--- src/rtl/dcp_pkg.sv ---
// ----------------------------------------------------------------------------
// dcp_pkg
// Shared types and constants of the descriptor disk command port.
// ----------------------------------------------------------------------------
`default_nettype none

package dcp_pkg;

  localparam int NumSlots        = 16;
  localparam int SlotW           = $clog2(NumSlots);
  localparam int SectorsPerTrack = 26;
  localparam int QueueDepth      = 2;

  localparam int DataW = 48;

  localparam logic [7:0] SlotSelectBit = 8'h10;

  // unit code to drive number plus one, zero when the code selects no drive
  localparam logic [2:0] UnitToCode [16] = '{
    3'd0, 3'd1, 3'd2, 3'd0, 3'd3, 3'd0, 3'd0, 3'd0,
    3'd4, 3'd0, 3'd0, 3'd0, 3'd0, 3'd0, 3'd0, 3'd0
  };

  typedef enum logic [1:0] {
    CMD_PORT_READ  = 2'd0,
    CMD_PORT_WRITE = 2'd1,
    CMD_DESC       = 2'd2,
    CMD_UNUSED     = 2'd3
  } cmd_e;

  typedef enum logic [1:0] {
    KIND_READ_DATA = 2'd0,
    KIND_FETCH     = 2'd1,
    KIND_TRANSFER  = 2'd2,
    KIND_STATUS    = 2'd3
  } kind_e;

  typedef enum logic [1:0] {
    XOP_FORMAT = 2'd0,
    XOP_READ   = 2'd1,
    XOP_WRITE  = 2'd2
  } xfer_op_e;

  typedef enum logic [1:0] {
    STATUS_ILLEGAL    = 2'd0,
    STATUS_DONE       = 2'd1,
    STATUS_UNATTACHED = 2'd2
  } status_e;

  // one classified item: an optional transfer word, then a final word
  typedef struct packed {
    kind_e       final_kind;
    logic [15:0] final_addr;
    status_e     status;
    logic        has_xfer;
    logic [15:0] xfer_addr;
    logic [1:0]  drive;
    xfer_op_e    xfer_op;
    logic [12:0] first_sector;
    logic [4:0]  sector_count;
  } job_t;

endpackage

`default_nettype wire

--- src/rtl/dcp_front.sv ---
// ----------------------------------------------------------------------------
// dcp_front
// Accepts input words, keeps the slot table and port state, and turns each
// word that needs an answer into a job for the queue.
// ----------------------------------------------------------------------------
`default_nettype none

module dcp_front (
  input  wire logic                    clk_i,
  input  wire logic                    rst_ni,
  input  wire logic                    s_valid_i,
  output logic                         s_ready_o,
  input  wire logic [1:0]              s_user_i,
  input  wire logic [dcp_pkg::DataW-1:0] s_data_i,
  input  wire logic                    cfg_we_i,
  input  wire logic [3:0]              cfg_wdata_i,
  input  wire logic                    q_full_i,
  output logic                         q_push_o,
  output dcp_pkg::job_t                q_job_o
);

  typedef enum logic [1:0] {
    PH_IDLE = 2'd0,
    PH_LOW  = 2'd1,
    PH_HIGH = 2'd2
  } phase_e;

  localparam logic [3:0] DescOpWrite  = 4'd1;
  localparam logic [3:0] DescOpRead   = 4'd2;
  localparam logic [3:0] DescOpFormat = 4'd3;

  phase_e                       phase_q, phase_d;
  logic [dcp_pkg::SlotW-1:0]    sel_q, sel_d;
  logic [15:0]                  slot_addr_q [dcp_pkg::NumSlots];
  logic [15:0]                  slot_addr_d [dcp_pkg::NumSlots];
  logic [15:0]                  pend_q, pend_d;
  logic                         await_q, await_d;
  logic [3:0]                   attached_q;

  logic                         accept;
  dcp_pkg::cmd_e                cmd;
  logic [7:0]                   port_data, op_unit, track, sector;
  logic [15:0]                  buf_addr;
  logic [3:0]                   desc_op;
  logic [2:0]                   code;
  logic [1:0]                   drive;
  logic [12:0]                  base, sum;
  dcp_pkg::job_t                job;
  logic                         push;

  assign s_ready_o = !q_full_i;
  assign accept    = s_valid_i && s_ready_o;
  assign cmd       = dcp_pkg::cmd_e'(s_user_i);

  assign port_data = s_data_i[7:0];
  assign op_unit   = s_data_i[15:8];
  assign track     = s_data_i[23:16];
  assign sector    = s_data_i[31:24];
  assign buf_addr  = s_data_i[47:32];

  assign desc_op = op_unit[7:4];
  assign code    = dcp_pkg::UnitToCode[op_unit[3:0]];
  assign drive   = 2'(code - 3'd1);
  assign base    = 13'(track) * 13'(dcp_pkg::SectorsPerTrack);
  assign sum     = base + 13'(sector);

  always_comb begin
    phase_d     = phase_q;
    sel_d       = sel_q;
    slot_addr_d = slot_addr_q;
    pend_d      = pend_q;
    await_d     = await_q;
    push        = 1'b0;
    job         = '0;
    job.final_kind = dcp_pkg::KIND_READ_DATA;
    job.status     = dcp_pkg::STATUS_ILLEGAL;
    job.xfer_op    = dcp_pkg::XOP_FORMAT;
    if (accept) begin
      unique case (cmd)
        dcp_pkg::CMD_PORT_READ: begin
          push = 1'b1;
        end
        dcp_pkg::CMD_PORT_WRITE: begin
          if (!await_q) begin
            priority if (phase_q == PH_LOW) begin
              slot_addr_d[sel_q] = {8'h00, port_data};
              phase_d = PH_HIGH;
            end else if (phase_q == PH_HIGH) begin
              slot_addr_d[sel_q] = {port_data, slot_addr_q[sel_q][7:0]};
              phase_d = PH_IDLE;
            end else begin
              sel_d = port_data[dcp_pkg::SlotW-1:0];
              if ((port_data & dcp_pkg::SlotSelectBit) != 8'h00) begin
                phase_d = PH_LOW;
              end else begin
                phase_d        = PH_IDLE;
                pend_d         = slot_addr_q[port_data[dcp_pkg::SlotW-1:0]];
                await_d        = 1'b1;
                push           = 1'b1;
                job.final_kind = dcp_pkg::KIND_FETCH;
                job.final_addr = pend_d;
              end
            end
          end
        end
        dcp_pkg::CMD_DESC: begin
          if (await_q) begin
            await_d        = 1'b0;
            push           = 1'b1;
            job.final_kind = dcp_pkg::KIND_STATUS;
            job.final_addr = pend_q + 16'd1;
            if (code == 3'd0) begin
              job.status = dcp_pkg::STATUS_ILLEGAL;
            end else if (!attached_q[drive]) begin
              job.status = dcp_pkg::STATUS_UNATTACHED;
            end else begin
              job.status = dcp_pkg::STATUS_DONE;
              job.drive  = drive;
              if (desc_op == DescOpFormat) begin
                job.has_xfer     = 1'b1;
                job.xfer_op      = dcp_pkg::XOP_FORMAT;
                job.first_sector = base;
                job.sector_count = 5'(dcp_pkg::SectorsPerTrack);
              end else if (desc_op == DescOpWrite || desc_op == DescOpRead) begin
                // track 0 sector 0 lies before the disk start: no transfer
                job.has_xfer     = (sum != 13'd0);
                job.xfer_addr    = buf_addr;
                job.xfer_op      = (desc_op == DescOpRead) ? dcp_pkg::XOP_READ
                                                           : dcp_pkg::XOP_WRITE;
                job.first_sector = sum - 13'd1;
                job.sector_count = 5'd1;
              end
            end
          end
        end
        default: begin
        end
      endcase
    end
  end

  assign q_push_o = push;
  assign q_job_o  = job;

  always_ff @(posedge clk_i or negedge rst_ni) begin
    if (!rst_ni) begin
      phase_q    <= PH_IDLE;
      sel_q      <= '0;
      pend_q     <= '0;
      await_q    <= 1'b0;
      attached_q <= '0;
      for (int i = 0; i < dcp_pkg::NumSlots; i++) begin
        slot_addr_q[i] <= '0;
      end
    end else begin
      phase_q     <= phase_d;
      sel_q       <= sel_d;
      pend_q      <= pend_d;
      await_q     <= await_d;
      slot_addr_q <= slot_addr_d;
      if (cfg_we_i) begin
        attached_q <= cfg_wdata_i;
      end
    end
  end

endmodule

`default_nettype wire

--- src/rtl/dcp_queue.sv ---
// ----------------------------------------------------------------------------
// dcp_queue
// Short job queue between the front and the back.
// ----------------------------------------------------------------------------
`default_nettype none

module dcp_queue (
  input  wire logic          clk_i,
  input  wire logic          rst_ni,
  input  wire logic          push_i,
  input  wire dcp_pkg::job_t push_job_i,
  output logic               full_o,
  output logic               valid_o,
  output dcp_pkg::job_t      head_o,
  input  wire logic          pop_i
);

  localparam int PtrW = (dcp_pkg::QueueDepth > 1) ? $clog2(dcp_pkg::QueueDepth) : 1;
  localparam int CntW = $clog2(dcp_pkg::QueueDepth + 1);

  dcp_pkg::job_t   mem_q [dcp_pkg::QueueDepth];
  logic [PtrW-1:0] wr_q, rd_q;
  logic [CntW-1:0] cnt_q;

  assign full_o  = (cnt_q == CntW'(dcp_pkg::QueueDepth));
  assign valid_o = (cnt_q != '0);
  assign head_o  = mem_q[rd_q];

  always_ff @(posedge clk_i) begin
    if (push_i) begin
      mem_q[wr_q] <= push_job_i;
    end
  end

  always_ff @(posedge clk_i or negedge rst_ni) begin
    if (!rst_ni) begin
      wr_q  <= '0;
      rd_q  <= '0;
      cnt_q <= '0;
    end else begin
      if (push_i) begin
        wr_q <= (wr_q == PtrW'(dcp_pkg::QueueDepth - 1)) ? '0 : wr_q + 1'b1;
      end
      if (pop_i) begin
        rd_q <= (rd_q == PtrW'(dcp_pkg::QueueDepth - 1)) ? '0 : rd_q + 1'b1;
      end
      cnt_q <= cnt_q + CntW'(push_i) - CntW'(pop_i);
    end
  end

endmodule

`default_nettype wire

--- src/rtl/dcp_back.sv ---
// ----------------------------------------------------------------------------
// dcp_back
// Expands queued jobs into result words and holds them in the output register.
// ----------------------------------------------------------------------------
`default_nettype none

module dcp_back (
  input  wire logic                      clk_i,
  input  wire logic                      rst_ni,
  input  wire logic                      q_valid_i,
  input  wire dcp_pkg::job_t             q_job_i,
  output logic                           q_pop_o,
  output logic                           m_valid_o,
  input  wire logic                      m_ready_i,
  output logic [dcp_pkg::DataW-1:0]      m_data_o,
  output logic [1:0]                     m_user_o,
  output logic                           m_last_o
);

  logic                         valid_q, valid_d;
  logic [dcp_pkg::DataW-1:0]    data_q, data_d;
  dcp_pkg::kind_e               kind_q, kind_d;
  logic                         last_q, last_d;
  logic                         second_q, second_d;
  logic                         load, emit_xfer;

  assign load      = !valid_q || m_ready_i;
  // the transfer word goes out first, the final word on the next load
  assign emit_xfer = q_job_i.has_xfer && !second_q;
  assign q_pop_o   = load && q_valid_i && !emit_xfer;

  always_comb begin
    valid_d  = valid_q;
    data_d   = data_q;
    kind_d   = kind_q;
    last_d   = last_q;
    second_d = second_q;
    if (load) begin
      valid_d = q_valid_i;
      if (q_valid_i) begin
        if (emit_xfer) begin
          kind_d   = dcp_pkg::KIND_TRANSFER;
          last_d   = 1'b0;
          second_d = 1'b1;
          data_d   = {2'b00, q_job_i.sector_count, q_job_i.first_sector,
                      q_job_i.xfer_op, q_job_i.drive, q_job_i.xfer_addr, 8'h00};
        end else begin
          kind_d   = q_job_i.final_kind;
          last_d   = 1'b1;
          second_d = 1'b0;
          data_d   = {q_job_i.status, 5'd0, 13'd0, 2'd0, 2'd0,
                      q_job_i.final_addr, 8'h00};
        end
      end
    end
  end

  always_ff @(posedge clk_i or negedge rst_ni) begin
    if (!rst_ni) begin
      valid_q  <= 1'b0;
      second_q <= 1'b0;
      kind_q   <= dcp_pkg::KIND_READ_DATA;
      last_q   <= 1'b0;
    end else begin
      valid_q  <= valid_d;
      second_q <= second_d;
      kind_q   <= kind_d;
      last_q   <= last_d;
    end
  end

  always_ff @(posedge clk_i) begin
    data_q <= data_d;
  end

  assign m_valid_o = valid_q;
  assign m_data_o  = data_q;
  assign m_user_o  = kind_q;
  assign m_last_o  = last_q;

  a_second_has_job : assert property (@(posedge clk_i) disable iff (!rst_ni)
    second_q |-> (q_valid_i && q_job_i.has_xfer))
    else $error("second word pending without a transfer job");

  a_xfer_not_last : assert property (@(posedge clk_i) disable iff (!rst_ni)
    (valid_q && kind_q == dcp_pkg::KIND_TRANSFER) |-> !last_q)
    else $error("transfer word marked last");

  a_final_is_last : assert property (@(posedge clk_i) disable iff (!rst_ni)
    (valid_q && kind_q != dcp_pkg::KIND_TRANSFER) |-> last_q)
    else $error("final word not marked last");

  a_xfer_then_status : assert property (@(posedge clk_i) disable iff (!rst_ni)
    (valid_q && m_ready_i && kind_q == dcp_pkg::KIND_TRANSFER)
      |=> (valid_q && kind_q == dcp_pkg::KIND_STATUS))
    else $error("transfer word not followed by its status word");

endmodule

`default_nettype wire

--- src/rtl/descriptor_disk_command_port.sv ---
// ----------------------------------------------------------------------------
// descriptor_disk_command_port
// Descriptor driven disk command port: slot table, fetch and transfer issue.
// ----------------------------------------------------------------------------
// Input words (s_axis): tuser carries the command (port read, port write,
// descriptor arrival), tdata the port byte and the fetched descriptor.
// Output words (m_axis): tuser carries the word kind (read data, descriptor
// fetch, disk transfer, status store), tlast marks the final word of an input.
// cfg_we_i writes the attached drive mask; write it only while idle.
// A front stage decodes each word in its accept cycle and queues a job in a
// two entry queue; a back stage expands jobs into words in the output
// register. One input word per cycle is sustained while the receiver
// takes every word and the queue has room; a descriptor that issues a
// transfer yields two output words and so holds the back stage for both.
// Words that cause no output (slot loads, ignored writes) queue no job.
// Reset clears the slot table, port phase, pending descriptor and drive mask.
// When the receiver stalls, the output word holds, the queue fills and
// s_axis_tready drops once both queue entries are taken.
// ----------------------------------------------------------------------------
`default_nettype none

module descriptor_disk_command_port (
  input  wire logic        clk_i,
  input  wire logic        rst_ni,
  input  wire logic        s_axis_tvalid,
  output logic             s_axis_tready,
  // [7:0] port_data, [15:8] desc_op_unit, [23:16] desc_track,
  // [31:24] desc_sector, [47:32] desc_buffer_address
  input  wire logic [47:0] s_axis_tdata,
  // [1:0] command
  input  wire logic [1:0]  s_axis_tuser,
  output logic             m_axis_tvalid,
  input  wire logic        m_axis_tready,
  // [7:0] read_data, [23:8] mem_address, [25:24] drive, [27:26] transfer_op,
  // [40:28] first_sector, [45:41] sector_count, [47:46] status_value
  output logic [47:0]      m_axis_tdata,
  // [1:0] kind
  output logic [1:0]       m_axis_tuser,
  output logic             m_axis_tlast,
  input  wire logic        cfg_we_i,
  input  wire logic [3:0]  cfg_wdata_i
);

  logic          q_full, q_push, q_valid, q_pop;
  dcp_pkg::job_t push_job, head_job;

  dcp_front u_front (
    .clk_i       (clk_i),
    .rst_ni      (rst_ni),
    .s_valid_i   (s_axis_tvalid),
    .s_ready_o   (s_axis_tready),
    .s_user_i    (s_axis_tuser),
    .s_data_i    (s_axis_tdata),
    .cfg_we_i    (cfg_we_i),
    .cfg_wdata_i (cfg_wdata_i),
    .q_full_i    (q_full),
    .q_push_o    (q_push),
    .q_job_o     (push_job)
  );

  dcp_queue u_queue (
    .clk_i      (clk_i),
    .rst_ni     (rst_ni),
    .push_i     (q_push),
    .push_job_i (push_job),
    .full_o     (q_full),
    .valid_o    (q_valid),
    .head_o     (head_job),
    .pop_i      (q_pop)
  );

  dcp_back u_back (
    .clk_i     (clk_i),
    .rst_ni    (rst_ni),
    .q_valid_i (q_valid),
    .q_job_i   (head_job),
    .q_pop_o   (q_pop),
    .m_valid_o (m_axis_tvalid),
    .m_ready_i (m_axis_tready),
    .m_data_o  (m_axis_tdata),
    .m_user_o  (m_axis_tuser),
    .m_last_o  (m_axis_tlast)
  );

endmodule

`default_nettype wire
--- config.mk ---
export PLATFORM = sky130hd
export DESIGN_NAME = descriptor_disk_command_port
export DESIGN_NICKNAME = d
export VERILOG_FILES = /design/src/rtl/dcp_pkg.sv /design/src/rtl/dcp_front.sv /design/src/rtl/dcp_queue.sv /design/src/rtl/dcp_back.sv /design/src/rtl/descriptor_disk_command_port.sv
export SDC_FILE = /design/constraint.sdc
export NUM_CORES = 1
export LEC_CHECK = 0
export BUFFER_PORTS_ARGS = -buffer_cell sky130_fd_sc_hd__clkbuf_2
export CORE_AREA = 3 3 190 266
export CTS_BUF_LIST = sky130_fd_sc_hd__clkbuf_4 sky130_fd_sc_hd__clkbuf_8
export CTS_CLUSTER_DIAMETER = 60
export CTS_CLUSTER_SIZE = 10
export DETAILED_ROUTE_END_ITERATION = 16
export DIE_AREA = 0 0 193 269
export PLACE_DENSITY = 0.58
export REMOVE_ABC_BUFFERS = 1
export SYNTH_ARGS = -nofsm -noshare
export SYNTH_HDL_FRONTEND = slang
export SYNTH_SLANG_ARGS = --single-unit
--- constraint.sdc ---
create_clock -name clk_i -period 5.8 [get_ports clk_i]
set_input_delay 0.29 -clock clk_i [delete_from_list [all_inputs] [get_ports clk_i]]
set_output_delay 0.29 -clock clk_i [all_outputs]
set_load 0.01 [all_outputs]
==> reports/metrics.cfg, run 1 <==
[sta]
tightestPinTransition_ns = 1.31
setup_violations = 0
fmax_ghz = 0.275
finClkSkew_ns = 0.0452
fin_crit_sh_pct = 62.8
setup_tns_ns = 0
relSlewSlack_pct = 12.0
slew_violations = 0
period_minus_slack_ns = 3.64
rsz0062_at_grt = no
finalHoldViolations = 0

[grt]
grt_pass1_vias = 15100
antenna_found_initial = 1
gr-total-overflow = 0
grt_max_degree = 181
grt_pass1_wl_um = 87800
track_usage_pct = 22.3

[setup_path]
worst_path_most_repeated_cell = ha_1
endpoint_kind = flop
crit_slowest_cell = or4_1
max_stage_delay_ns = 0.48
critical_path_class = in2reg
crit_required_ns = 6.25
critical_path.cell_chain = clkbuf_2 -> ha_1 -> fa_1 -> ha_1 -> a21o_2 -> a21oi_1 -> xnor2_1 -> ha_1 -> o21ai_0 -> o21ba_2 -> o21a_4 -> xor2_1 -> or3_4 -> or4_1 -> nand3_1
cp-start-kind = primary input
path_max_fanout = 5
worst_ep_arrival_time_ns = 4.10

[die]
rows = 95
die_w_um = 193
die_area_um2 = 51900
ioPinCount = 112
start_util_pct = 44.8
die_h_um = 269
core_um2 = 48300

[placed_design]
place_congestion = 0.817
dp_cells = 2445
place_hpwl_um = 36300
io_buffers = 102

[clock_tree]
clock_sinks = 441
htreeDepth = 2
clock_latency_ns = 0.63
cts_buffer_depth = 3
cts-root-buf = clkbuf_8
cts.reportedPaths.clkPinSlew_ns = 0.07
cts_buffers = 50
tritoncts = yes

[logic_synthesis]
ys_seq_area_share_pct = 54.5
synth_cell_types = 64
synthTopCellsByArea = dfrtp_1 34%, edfxtp_1 21%, mux4_2 14%, o21ai_0 6.7%, nand2_1 5.4%
synth-edff-count = 149
yosys_most_used_dff = dfrtp_1
synth_area_um2 = 21600
synth_top_area_share_pct = 33.8
syn_inst = 1820
synth-seq-cells = 441
yosysTopAreaCell = dfrtp_1
ys_async_sr_fraction_pct = 66.2
syn_area_per_cell_um2 = 11.9
yosysWarnings = 0

[route]
vias = 14500
vias_per_cell = 5.70
drt-initial-drc-count = 967
drt_wl_total_um = 57200
wl_per_cell_um = 22.4
drt_first_pass_iters = 5
ant_nets = 0
drc = 0

[flow_run]
max-cap-violations = 0

[outcome]
status = completed

[layout]
final_cells = 2548
area_growth_pct = 10.1
fillers = 4374
nets = 1997
drive_above_1_share_pct = 20.7

[power]
power.density_nw_per_um2 = 364
peakVddDrop_mv = 0.211
leakagePower_uw = 0.00953

[min_path]
hold_path_class = in2reg

[through the flow]
stage | total power, µW | utilization (%) | hold slack (ns) | setup slack [ns] | instance area [µm²]
2_1_floorplan | 5770 | - | -0.00559 | 1.29 | 21000
3_3_place_gp | 6640 | 46.9 | 0.423 | 1.65 | 22600
3_5_place_dp | 6710 | 46.9 | 0.428 | 1.61 | 22600
4_1_cts | 8760 | 49.3 | 0.00699 | 2.24 | 23800
5_1_grt | 9180 | 49.3 | 0.0323 | 1.97 | 23800
6_report | 8660 | 49.3 | 0.0569 | 2.16 | 23800
[worst paths after layout]
kind                                                startpoint                                  end  slack (ns)  depth (start not counted)
setup / recovery                              s_axis_tdata[17]       u_queue.mem_q[1][17]$_DFFE_PP_        2.16                         15
hold / removal                                s_axis_tdata[41]       u_queue.mem_q[0][31]$_DFFE_PP_        0.06                          2
setup reg to reg                u_front.phase_q[1]$_DFFE_PN0P_        u_queue.mem_q[1][7]$_DFFE_PP_        2.33                          8
hold reg to reg            u_front.slot_addr_q[93]$_DFFE_PN0P_  u_front.slot_addr_q[93]$_DFFE_PN0P_        0.48                          2
max in group asynchronous                               rst_ni             u_queue.rd_q$_DFFE_PN0P_        3.81                          3
min in group asynchronous                               rst_ni  u_front.slot_addr_q[13]$_DFFE_PN0P_        0.26                          2
[registers in the layout, summed over array words and instances, names as in the netlist]
name,count
u_front.slot_addr_q,256
u_queue.mem_q,112
u_back.m_data_o,37
u_front.pend_q,16
u_front.attached_q,4
u_front.sel_q,4
u_back.m_user_o,2
u_front.phase_q,2
u_queue.cnt_q,2
u_back.m_last_o,1
u_back.m_valid_o,1
u_back.second_q,1
u_front.await_q,1
u_queue.rd_q,1
u_queue.wr_q,1
[cell families (layout without fill, tap and decap cells)]
kind of cell | Yosys count | count (layout) | share of synthesized area (%)
compound gates | 465 | 465 | 11.4
other cells | 1 | 10 | 0.0174
mux | 186 | 186 | 16.7
fa+ha+maj | 44 | 44 | 2.76
flops | 441 | 441 | 54.5
simple gates | 476 | 476 | 9.62
xor+xnor | 45 | 45 | 1.86
buf+inv | 162 | 251 | 3.08
[layer usage]
layer | share of wire [%] | track usage [%]
met1 | 39 | 26.8
met2 | 52 | 39.6
met3 | 5.2 | 3.49
met4 | 4.7 | 10.1
met5 | 0 | 0
[Yosys cell counts (3+ instances only)]
cell and n:
mux2i_1 24, and3_1 5, ha_1 38, mux4_2 137, o211ai_1 3, nor3_1 11, edfxtp_1 149, buf_1 29
nor2_1 57, clkbuf_1 93, nand3_1 16, and2_1 25, nor2b_1 4, xnor2_1 30, xor2_1 14, a21o_1 8
mux2_2 25, o22ai_1 3, or3_1 5, inv_1 21, fa_1 6, dfrtp_1 292, nand2b_1 16, nor3b_1 5
buf_4 11, or2_2 3, a21oi_1 141, o21ai_0 287, buf_2 7, nand2_1 311
[layout by cell type, fill, tap and decap left out, types with 8 or more instances in the layout]
cell type	count
o21ai_0	287
ha_1	38
buf_4	26
nand2_1	311
xnor2_1	30
dlygate4sd3_1	27
clkbuf_8	52
edfxtp_1	149
and2_1	24
nand2b_1	16
a21o_1	8
inv_1	21
clkbuf_4	20
mux2_2	25
xor2_1	14
nand3_1	12
a21oi_1	141
conb_1	9
clkbuf_2	99
mux2i_1	24
mux4_2	137
dfrtp_1	290
nor2_1	56
[final cells by class]
type	instances	area [µm²]	share of cell area [%]
clock buffers	72	866	3.64
diodes	1	2.50	0.0105
well taps	630	788	3.31
inverters	21	78.8	0.331
clock inverters	3	27.5	0.116
repair buffers	155	1000	4.21
multi-input cells	1225	9230	38.8
flip-flops and latches	441	11800	49.6
[where the power goes]
group	internal, µW	switching (µW)	total (µW)
combinational	1030	1480	2510
clock	948	1080	2030
sequential	3780	346	4120
total	5760	2910	8660
[critical path, delay by kind of cell]
kind | cells | cell delay [ns]
AND/OR/NAND/NOR | 3 | 1.00
XOR/XNOR | 2 | 0.33
adder cells (fa/ha/maj) | 4 | 1.39
AO/OA/AOI/OAI | 5 | 0.92
buffers and inverters | 1 | 0.15
[repair_timing]
action                                  4_1_cts  5_1_grt
hold endpoints to repair                    150        0
resized for setup                             0        0
buffers inserted                              0        0
hold buffers                                 27        0
endpoints found under the setup margin        0        0
Power figures use the tool's default switching activity.
==> run 2: changes to the inputs <==
--- a/config.mk
+++ b/config.mk
@@ -12,7 +12,7 @@
 export CTS_CLUSTER_SIZE = 10
 export DETAILED_ROUTE_END_ITERATION = 16
 export DIE_AREA = 0 0 193 269
-export PLACE_DENSITY = 0.58
+export PLACE_DENSITY = 0.6
 export REMOVE_ABC_BUFFERS = 1
 export SYNTH_ARGS = -nofsm -noshare
 export SYNTH_HDL_FRONTEND = slang
==> constraint.sdc (replaced) <==
create_clock -name clk_i -period 3 [get_ports clk_i]
set_input_delay 0.15 -clock clk_i [delete_from_list [all_inputs] [get_ports clk_i]]
set_output_delay 0.15 -clock clk_i [all_outputs]
set_load 0.01 [all_outputs]
==> run 2 against run 1 <==
Effect of this change: the run now ends with setup timing left; combinational power rose by 140%; power up 110%; worst setup slack got worse by 2.4 ns; highest routed layer unchanged.
==> reports/metrics.cfg, run 2 (synthesis results as in run 1) <==
[min_path]
hp-start = s_axis_tdata[17]
hold_path_class = in2reg
min_path_cells = 4  ; +2

[power]
internal_power_uw = 11900  ; +110%
pwr-share-comb_pct = 33.7  ; +4.7 points
p_sw_uw = 5930  ; +100%
power.density_nw_per_um2 = 702  ; +93%
p_sw_share_pct = 33.3  ; -0.27 points
leakagePower_uw = 0.0104  ; +9.4%
peakVddDrop_mv = 0.388  ; +84%
power_frac_seq_pct = 44.3  ; -3.3 points
clkPwrFrac_pct = 22.0  ; -1.4 points

[die]
rows = 95  ; unchanged
ioPinCount = 112  ; unchanged
start_util_pct = 44.8  ; unchanged
die_w_um = 193  ; unchanged
die_area_um2 = 51900  ; unchanged
die_h_um = 269  ; unchanged
core_um2 = 48300  ; unchanged

[layout]
largest_reg_flops = 256  ; unchanged
seqCellArea_um2 = 11800  ; unchanged
area_growth_pct = 17.5
fin_util_pct = 52.6  ; +3.3 points
final_common_cell = nand2_1
fillers = 4233  ; -3.2%
drive_above_1_share_pct = 27.4  ; +6.7 points
final_cells = 2704  ; +6.1%
largest_register = u_front.slot_addr_q
multi_input_area_um2 = 9430  ; +2.1%
nets = 2154  ; +7.9%
layout_common_cells = 311 x nand2_1, 290 x dfrtp_1, 281 x o21ai_0, 149 x buf_4, 149 x edfxtp_1

[sta]
fmax_ghz = 0.312
setup_violations = 10  ; +10
fin_crit_sh_pct = 107
tightestPinTransition_ns = 0.805  ; -0.510 ns
relSlewSlack_pct = 46.3  ; +34 points
finClkSkew_ns = 0.0535  ; +0.00830 ns
rsz0062_at_grt = yes
worst_slack_ns = -0.210  ; -2.37 ns
period_minus_slack_ns = 3.21
hold_slack_ns = 0.0489  ; -0.00798 ns
slew_violations = 0  ; unchanged
setup_tns_ns = -1.27  ; -1.27 ns
finalHoldViolations = 0  ; unchanged

[grt]
antenna_found_initial = 1  ; unchanged
grt_pass1_wl_um = 91900  ; +4.7%
grt_max_degree = 88  ; -51%
grt_pass1_vias = 16000  ; +6.2%
track_usage_pct = 23.2  ; +0.88 points
gr-total-overflow = 0  ; unchanged

[setup_path]
path_max_fanout = 4  ; -1
endpoint_kind = flop
crit_required_ns = 3.35  ; -2.90 ns
cp-start-kind = primary input
reg2reg_depth = 5  ; -3
worst_ep_arrival_time_ns = 3.56  ; -0.54 ns
critical_path_class = in2reg
crit_start = s_axis_tdata[17]
r2r_start = u_front.sel_q[0]$_DFFE_PN0P_

[route]
ant_nets = 0  ; unchanged
wl_per_cell_um = 21.9  ; -2.3%
vias = 15500  ; +6.4%
vias_per_cell = 5.72  ; +0.23%
drt-initial-drc-count = 1015  ; +5.0%
drt_wl_total_um = 59300  ; +3.7%
drt_first_pass_iters = 5  ; unchanged
drc = 0  ; unchanged

[clock_tree]
cts_buffers = 50  ; unchanged
htreeDepth = 2  ; unchanged
clock_sinks = 441  ; unchanged
cts_buffer_depth = 3  ; unchanged
cts.reportedPaths.clkPinSlew_ns = 0.07  ; about the same
tritoncts = yes
cts-root-buf = clkbuf_8
clock_latency_ns = 0.64  ; about the same

[placed_design]
dp_cells = 2574  ; +5.3%
io_buffers = 102  ; unchanged
place_congestion = 0.862  ; +5.6%
place_hpwl_um = 39600  ; +8.9%

[flow_run]
max-cap-violations = 0  ; unchanged

[outcome]
status = complete, but fails checks
violations = setup timing

-- run 2: final timing paths --
kind	end	slack, ns
max	u_queue.mem_q[0][17]$_DFFE_PP_	-0.21
min	u_queue.mem_q[1][7]$_DFFE_PP_	0.05
max reg2reg	u_front.slot_addr_q[115]$_DFFE_PN0P_	0.37
min reg2reg	u_front.slot_addr_q[203]$_DFFE_PN0P_	0.48
max in group asynchronous	u_front.slot_addr_q[169]$_DFFE_PN0P_	1.94
min in group asynchronous	u_front.slot_addr_q[93]$_DFFE_PN0P_	0.11
-- run 2: critical path, stage by stage --
cell,delay (ns)
buf_8,0.11
ha_4,0.23
fa_1,0.53
inv_2,0.05
fa_2,0.54
inv_2,0.05
ha_4,0.23
a21oi_2,0.23
nand2_1,0.14
xnor2_2,0.20
nand4b_1,0.19
or3_4,0.42
buf_4,0.16
o211ai_1,0.21
nand3_2,0.11
-- run 2: area by class of cell --
cell class / instances / area share (%)
antenna: 1 / 0.00986
clock buffer: 72 / 3.41
clock inverter: 2 / 0.0641
inverter: 21 / 0.311
timing repair buffer: 312 / 9.49
multi-input combinational: 1225 / 37.2
sequential: 441 / 46.4
tap: 630 / 3.11
-- run 2: power by group through the flow --
stage | Clock, µW | Sequential, µW | Combinational, µW
global placement | 0 | 7970 | 5400
floorplan | 0 | 8230 | 2930
finish | 3920 | 7890 | 6000
detailed placement | 0 | 8010 | 5480
global route | 4270 | 8010 | 6540
CTS | 4050 | 7900 | 5900
-- run 2: timing repair --
action / CTS / global route
setup buffers: 14 / 5
hold endpoints to repair: 128 / 0
resized for setup: 44 / 17
setup endpoints to repair: 10 / 14
hold buffers: 37 / 0
pin swaps: 16 / 12
-- run 2: metrics by stage --
stage / setup WS, ns / power, µW / instance area [µm²]
6_report: -0.210 / 17800 / 25400
2_1_floorplan: -1.51 / 11200 / 21000
5_1_grt: -0.285 / 18800 / 25400
3_3_place_gp: -0.879 / 13400 / 23700
4_1_cts: -0.201 / 17800 / 25200
3_5_place_dp: -0.971 / 13500 / 23700
-- run 2: layer usage --
metal | part of all wire, % | GRT usage [%] | wire, µm | vias up
li1 | - | - | - | 7023
met4 | 4.7 | 10.2 | 2810 | 0
met3 | 5.2 | 3.11 | 3110 | 158
met5 | 0 | 0 | 0 | -
met1 | 39 | 28.5 | 23000 | 7748
met2 | 51 | 41.0 | 30300 | 531
